File: config.mk
export PLATFORM = sky130hd
export DESIGN_NAME = led_blink_fault_code_unit
export DESIGN_NICKNAME = d
export VERILOG_FILES = /design/src/rtl/lbfc_pkg.sv /design/src/rtl/lbfc_accum.sv /design/src/rtl/lbfc_seq.sv /design/src/rtl/led_blink_fault_code_unit.sv
export SDC_FILE = /design/constraint.sdc
export NUM_CORES = 1
export LEC_CHECK = 0
export BUFFER_PORTS_ARGS = -buffer_cell sky130_fd_sc_hd__clkbuf_2
export CELL_PAD_IN_SITES_DETAIL_PLACEMENT = 2
export CELL_PAD_IN_SITES_GLOBAL_PLACEMENT = 2
export CORE_MARGIN = 2
export CORE_UTILIZATION = 33
export DETAILED_ROUTE_END_ITERATION = 10
export PLACE_DENSITY_LB_ADDON = 0.1
export SYNTH_ARGS = -nofsm -noshare
export SYNTH_HDL_FRONTEND = slang
export SYNTH_SLANG_ARGS = --single-unit
File: constraint.sdc
create_clock -name clk_i -period 2.76 [get_ports clk_i]
set_input_delay 0.552 -clock clk_i [delete_from_list [all_inputs] [get_ports clk_i]]
set_output_delay 0.552 -clock clk_i [all_outputs]
set_load 0.02 [all_outputs]
File: src/rtl/lbfc_pkg.sv
// ----------------------------------------------------------------------------
// lbfc_pkg
// Types and constants shared by the LED blink-code fault display.
// ----------------------------------------------------------------------------
package lbfc_pkg;

  localparam int unsigned CfgDataW = 16;
  localparam int unsigned CfgIdxW  = 1;
  localparam int unsigned StepW    = 16;
  localparam int unsigned TickW    = 8;
  localparam int unsigned AccumW   = 17;
  localparam int unsigned CodeW    = 8;
  localparam int unsigned HeadW    = 2;

  localparam logic [CfgIdxW-1:0] CfgIdxBlinkStep = 1'b0;
  localparam logic [CfgIdxW-1:0] CfgIdxTick      = 1'b1;

  localparam logic [StepW-1:0] BlinkStepReset = 16'd500;
  localparam logic [TickW-1:0] TickReset      = 8'd4;

  localparam logic [HeadW-1:0] HeadSteps  = 2'd2;
  localparam logic [CodeW-1:0] TensWeight = 8'd10;
  localparam logic [CodeW-1:0] UnitWeight = 8'd1;

  typedef struct packed {
    logic [CodeW-1:0] error_code;
    logic [CodeW-1:0] alarm_code;
  } in_req_t;

  typedef struct packed {
    logic yellow_on;
    logic red_on;
  } out_req_t;

endpackage

File: src/rtl/lbfc_accum.sv
// ----------------------------------------------------------------------------
// lbfc_accum
// Millisecond accumulator; flags a sequencer step once the period is reached.
// ----------------------------------------------------------------------------
module lbfc_accum (
  input  logic                       clk_i,
  input  logic                       rst_ni,
  input  logic                       adv_i,
  input  logic [lbfc_pkg::StepW-1:0] blink_step_ms_i,
  input  logic [lbfc_pkg::TickW-1:0] tick_ms_i,
  output logic                       step_o
);
  import lbfc_pkg::*;

  logic [AccumW-1:0] accum_q, accum_d;

  assign step_o = (accum_q >= {1'b0, blink_step_ms_i});

  always_comb begin
    accum_d = accum_q;
    if (adv_i) begin
      if (step_o) begin
        accum_d = '0;
      end else begin
        accum_d = accum_q + {{(AccumW-TickW){1'b0}}, tick_ms_i};
      end
    end
  end

  always_ff @(posedge clk_i or negedge rst_ni) begin
    if (!rst_ni) begin
      accum_q <= '0;
    end else begin
      accum_q <= accum_d;
    end
  end

endmodule

File: src/rtl/lbfc_seq.sv
// ----------------------------------------------------------------------------
// lbfc_seq
// Blink-code sequencer: head delay, tens on yellow, units on red.
// ----------------------------------------------------------------------------
module lbfc_seq (
  input  logic               clk_i,
  input  logic               rst_ni,
  input  logic               adv_i,
  input  logic               step_i,
  input  lbfc_pkg::in_req_t  req_i,
  output lbfc_pkg::out_req_t led_o
);
  import lbfc_pkg::*;

  logic [CodeW-1:0] digits_q, digits_d;
  logic [HeadW-1:0] head_q, head_d;
  logic             half_q, half_d;
  logic             yel_q, yel_d;
  logic             red_q, red_d;
  logic [CodeW-1:0] code;
  logic [CodeW-1:0] weight;

  // error beats alarm; zero means yellow steady
  assign code = (req_i.error_code != '0) ? req_i.error_code : req_i.alarm_code;
  assign weight = (digits_q >= TensWeight) ? TensWeight : UnitWeight;

  always_comb begin
    digits_d = digits_q;
    head_d   = head_q;
    half_d   = half_q;
    yel_d    = yel_q;
    red_d    = red_q;
    if (step_i) begin
      if (digits_q != '0) begin
        if (head_q != '0) begin
          head_d = head_q - 1'b1;
        end else begin
          if (digits_q >= TensWeight) begin
            yel_d = ~yel_q;
            red_d = 1'b0;
          end else begin
            yel_d = 1'b0;
            red_d = ~red_q;
          end
          half_d = ~half_q;
          // digit is used up on its second toggle
          if (half_q) begin
            digits_d = digits_q - weight;
          end
        end
      end else begin
        digits_d = code;
        half_d   = 1'b0;
        head_d   = HeadSteps;
        red_d    = 1'b0;
        yel_d    = (code == '0);
      end
    end
  end

  assign led_o.yellow_on = yel_d;
  assign led_o.red_on    = red_d;

  always_ff @(posedge clk_i or negedge rst_ni) begin
    if (!rst_ni) begin
      digits_q <= '0;
      head_q   <= '0;
      half_q   <= 1'b0;
      yel_q    <= 1'b0;
      red_q    <= 1'b0;
    end else if (adv_i) begin
      digits_q <= digits_d;
      head_q   <= head_d;
      half_q   <= half_d;
      yel_q    <= yel_d;
      red_q    <= red_d;
    end
  end

endmodule

File: src/rtl/led_blink_fault_code_unit.sv
// ----------------------------------------------------------------------------
// led_blink_fault_code_unit
// LED blink-code fault display, one LED result per tick request.
// ----------------------------------------------------------------------------
// Usage:
//   Each input request is one tick carrying the error and alarm codes. The
//   block answers every tick with one output request holding the yellow and
//   red LED levels after that tick.
//   Latency: the result is valid the cycle after the tick is accepted.
//   Throughput: one tick per cycle unless out_stall_i holds the result; the
//   accumulator and sequencer go from their registers to the output register.
//   Stall: while the output request is held by out_stall_i, in_stall_o is
//   raised; once it is taken a new tick may be accepted in the same cycle.
//   Reset: accumulator and sequencer clear, both LEDs off, blink_step_ms
//   returns to 500 and tick_ms to 4, no output request is pending.
//   Configuration: cfg_we_i writes cfg_wdata_i to register cfg_idx_i
//   (0 blink_step_ms, 1 tick_ms); write only while no request is in flight.
// ----------------------------------------------------------------------------
module led_blink_fault_code_unit (
  input  logic                          clk_i,
  input  logic                          rst_ni,
  input  logic                          in_valid_i,
  output logic                          in_stall_o,
  input  lbfc_pkg::in_req_t             in_data_i,
  output logic                          out_valid_o,
  input  logic                          out_stall_i,
  output lbfc_pkg::out_req_t            out_data_o,
  input  logic                          cfg_we_i,
  input  logic [lbfc_pkg::CfgIdxW-1:0]  cfg_idx_i,
  input  logic [lbfc_pkg::CfgDataW-1:0] cfg_wdata_i
);
  import lbfc_pkg::*;

  logic [StepW-1:0] blink_step_q;
  logic [TickW-1:0] tick_q;
  logic             out_valid_q, out_valid_d;
  out_req_t         out_data_q;
  out_req_t         led_next;
  logic             accept;
  logic             step;

  assign in_stall_o = out_valid_q & out_stall_i;
  assign accept     = in_valid_i & ~in_stall_o;

  always_ff @(posedge clk_i or negedge rst_ni) begin
    if (!rst_ni) begin
      blink_step_q <= BlinkStepReset;
      tick_q       <= TickReset;
    end else if (cfg_we_i) begin
      unique case (cfg_idx_i)
        CfgIdxBlinkStep: blink_step_q <= cfg_wdata_i[StepW-1:0];
        CfgIdxTick:      tick_q       <= cfg_wdata_i[TickW-1:0];
        default:         ;
      endcase
    end
  end

  lbfc_accum u_accum (
    .clk_i           (clk_i),
    .rst_ni          (rst_ni),
    .adv_i           (accept),
    .blink_step_ms_i (blink_step_q),
    .tick_ms_i       (tick_q),
    .step_o          (step)
  );

  lbfc_seq u_seq (
    .clk_i  (clk_i),
    .rst_ni (rst_ni),
    .adv_i  (accept),
    .step_i (step),
    .req_i  (in_data_i),
    .led_o  (led_next)
  );

  always_comb begin
    out_valid_d = out_valid_q;
    if (accept) begin
      out_valid_d = 1'b1;
    end else if (!out_stall_i) begin
      out_valid_d = 1'b0;
    end
  end

  always_ff @(posedge clk_i or negedge rst_ni) begin
    if (!rst_ni) begin
      out_valid_q <= 1'b0;
    end else begin
      out_valid_q <= out_valid_d;
    end
  end

  always_ff @(posedge clk_i) begin
    if (accept) begin
      out_data_q <= led_next;
    end
  end

  assign out_valid_o = out_valid_q;
  assign out_data_o  = out_data_q;

endmodule

==> summary.md <==
• 9 — number of buffers inserted during clock tree synthesis
• 0 — Final setup viols
• 0.00406 mm^2 — area of all placed cells without fillers
• 1 — Buf/Inv on CP
• 364 — Post-Syn Instances
• reg2reg — type of the worst setup path
• 49.1% — headroom to the max-slew limit
• 1,157 — fill cell total of the finished layout
• 79.7 ps — worst slack at placement
• 0 — total of max-cap violations
• 0 — antenna violations before repair
• 898 mW/mm^2 — Cell Pwr Density
• 5.43 — ratio of routed vias to standard cells
• 1.41 mW — net switching power of the design
• 57 — number of storage elements in the synthesis netlist
• 0.00185 mm^2 — multi-input combinational cell area
• 9.61 mm — total wire length after detailed routing
• 196 ps — final worst slack
• 535 — placed insts
• sky130_fd_sc_hd__dfrtp_1 (34%), sky130_fd_sc_hd__ha_1 (10%), sky130_fd_sc_hd__dfstp_2 (5.3%) — top cells by area in the synthesized netlist
• 0.000270 V — Worst VDD drop
• 107 um — horizontal die dimension
• no — setup repair after global routing missed its margin
• 39.4% — Finished Core Util
• 0 — yosys warns
• sky130_fd_sc_hd__dfrtp_1 — biggest area consumer among synthesized cells
• 70 ps — clock edge transition at the registers on the reported setup and hold paths
• 21.7% — share of final-layout standard cells stronger than drive strength 1
• done — clock tree from TritonCTS
• 42 — Boundary Pins
• 0.00384 mm^2 — dpl cell area
• 96.5% — async set or reset register ratio after synthesis
• 3,263 — via count of the first global-routing pass
• 23.9% — fraction of power consumed by the clock network
• 0.390 GHz — fmax
• 0 — final hold violation count
• 0 — number of remaining DRC errors
• 101 — number of DRC markers in iteration 0
• 3020 ps — data required time at the worst endpoint
• 478 — post-layout net count
• 7.22 ps — worst clock skew
• 0.781 — GPL Wtd Cong
• sky130_fd_sc_hd__dfrtp_1 — Slowest cell on crit path
• 9.62 um^2 — per-instance average area after synthesis
• 2830 ps — Arr. time, crit path
• 0 — Final ANT Viol Nets
• 269 ps — hold_ws
• 432 — net count after synthesis
• 3.65 mW — post-layout total power
• 16.0% — synth-to-layout area growth
• 420 ps — Crit path largest cell delay
• 2,991 — total via count in the routed design
• 0 — final max-slew violation count
• sky130_fd_sc_hd__dfrtp_1 — commonest register cell after synthesis
• 551 — non-filler cells, final
• 35.3% — power share of the sequential group
• 2560 ps — time the worst path needs with I/O delays and setup
• register — endpoint class of the critical path
• 2.24 mW — cell-internal power
• 0 ps — Total Negative Setup Slacks
• 37 — Rows
• 92.9% — fraction of the cycle the final worst path needs
• 0.0103 mm^2 — core box area
• 4 — length of the first detailed-routing pass in iterations
• 57 — number of clock sinks
• 34.3% — fraction of synthesized cell area taken by the top area cell type
• 2 — worst-case clock buffer depth
• completed — result of the run
• 32 — maximum number of pins on one net before global-route repair
• 0.00350 mm^2 — area of the mapped netlist
• 340 ps — Worst-Skew Late Latency
• 7.37 mm — DP Wirelength
• 4 — maximum fanout along the worst path
• 63 — number of different library cells in the post-synthesis netlist
• 0.0115 mm^2 — die area
• 33.9% — Starting Density
• 38.6% — share of total power consumed by net switching
• 0 — number of hold buffers added after CTS
• compound AO/OA/AOI/OAI gates — family with the most delay on the worst path
• sky130_fd_sc_hd__dfrtp_1 — most frequent cell after synthesis
• 18.1% — All-Layer GR Usage
• 107 um — y dimension of the die
• sky130_fd_sc_hd__clkbuf_8 — root buf cell
• or2_1 -> a21oi_2 -> ha_1 -> inv_1 -> fa_1 -> o21ai_0 -> or2b_2 -> o21ai_0 -> a32oi_1 -> o2bb2ai_1 — critical path, cell by cell
• 0.00145 mm^2 — sequential cell area
• 16.3 mm — wire length of the first global-routing pass
• in2async — type of the worst min-delay path
• 0 — Antenna diodes
• 41 — Port Buf Inserts
• 2 — Post-synth EDFFs
• register — startpoint types
• 17.4 um — routed length per placed instance
• sky130_fd_sc_hd__dfrtp_1 (48), sky130_fd_sc_hd__nand2_1 (35), sky130_fd_sc_hd__ha_1 (28), sky130_fd_sc_hd__inv_1 (28) — most frequent cells after synthesis
• 40.8% — part of the power in combinational logic
• 3 — total number of H-tree levels
• 41.3% — sequential-to-total area share from yosys stat
• 763 ps — worst-margin pin slew
• 0 — GRT Residual Overflow
• 0 — Setup Buffers After CTS
• sky130_fd_sc_hd__o21ai_0 — cell repeated most along the worst path
• 1.83 nW — leakage power figure
[power groups by stage]
| stage | Clock [mW] | Sequential (mW) | Combinational, mW |
|---|---|---|---|
| finish | 0.871 | 1.29 | 1.49 |
| global route | 0.934 | 1.33 | 1.71 |
| CTS | 0.900 | 1.29 | 1.51 |
| detailed placement | 0 | 1.30 | 1.49 |
| global placement | 0 | 1.30 | 1.43 |
| floorplan | 0 | 1.23 | 1.12 |
[flip-flops by register name (all words and copies together) (netlist names)]
register,count
out_valid_o,1
tick_q,8
u_seq.half_q,1
u_seq.red_q,1
u_seq.head_q,2
u_seq.digits_q,8
blink_step_q,16
u_seq.yel_q,1
u_accum.accum_q,17
out_data_o,2
[cell families (layout without fill, tap and decap cells)]
group                      Yosys count  after routing  share of synthesized area [%]
muxes                                9              9                           2.89
buffers and inverters               42             93                           6.25
DFF                                 57             57                           41.3
xor gates and xnor gates             8              8                           2.00
adders and majority gates           30             30                           11.1
AOI/OAI and AO/OA                  116            116                           21.9
and+or+nand+nor                    102            102                           14.6
[final timing paths]
check	startpoint	to	slack, ps	cells past startpoint
max	u_seq.digits_q[1]	u_seq.digits_q[4]	200	10
min	rst_ni	blink_step_q[10]	270	1
max reg2reg	u_seq.digits_q[1]	u_seq.digits_q[4]	200	10
min reg2reg	u_accum.accum_q[16]	u_accum.accum_q[16]	510	2
max in group asynchronous	rst_ni	blink_step_q[2]	1790	2
min in group clk_i	in_valid_i	out_valid_o	410	2
[layer usage]
metal	up-vias	wire [um]	global-route usage [%]	share of wire, %
li1	1422	-	-	-
met1	1537	4680	24.2	49
met2	21	4650	29.8	48
met3	11	156	2.98	1.6
met4	0	122	5.84	1.3
met5	-	0	0	0
[layout make-up]
cell class / count / area share, %
clock buffer: 11 / 3.23
clock inverter: 5 / 1.97
inverter: 28 / 2.59
timing repair buffer: 49 / 6.84
multi-input combinational: 265 / 45.6
sequential: 57 / 35.6
tap: 136 / 4.19
[placed cells by master, fill, tap and decap left out, types with 9 or more instances in the layout]
cell type and n:
sky130_fd_sc_hd__a21oi_1 26, sky130_fd_sc_hd__clkbuf_2 41, sky130_fd_sc_hd__clkbuf_8 9, sky130_fd_sc_hd__dfrtp_1 48, sky130_fd_sc_hd__ha_1 28, sky130_fd_sc_hd__inv_1 28, sky130_fd_sc_hd__mux2_2 9, sky130_fd_sc_hd__nand2_1 35
sky130_fd_sc_hd__nor2_1 19, sky130_fd_sc_hd__o21ai_0 27
[timing repair]
item | 4_1_cts | 5_1_grt
endpoints found under the hold margin | 0 | 0
resized for setup | 0 | 3
setup endpoints to repair | 0 | 4
No activity file was read; power rests on OpenSTA's default activity.
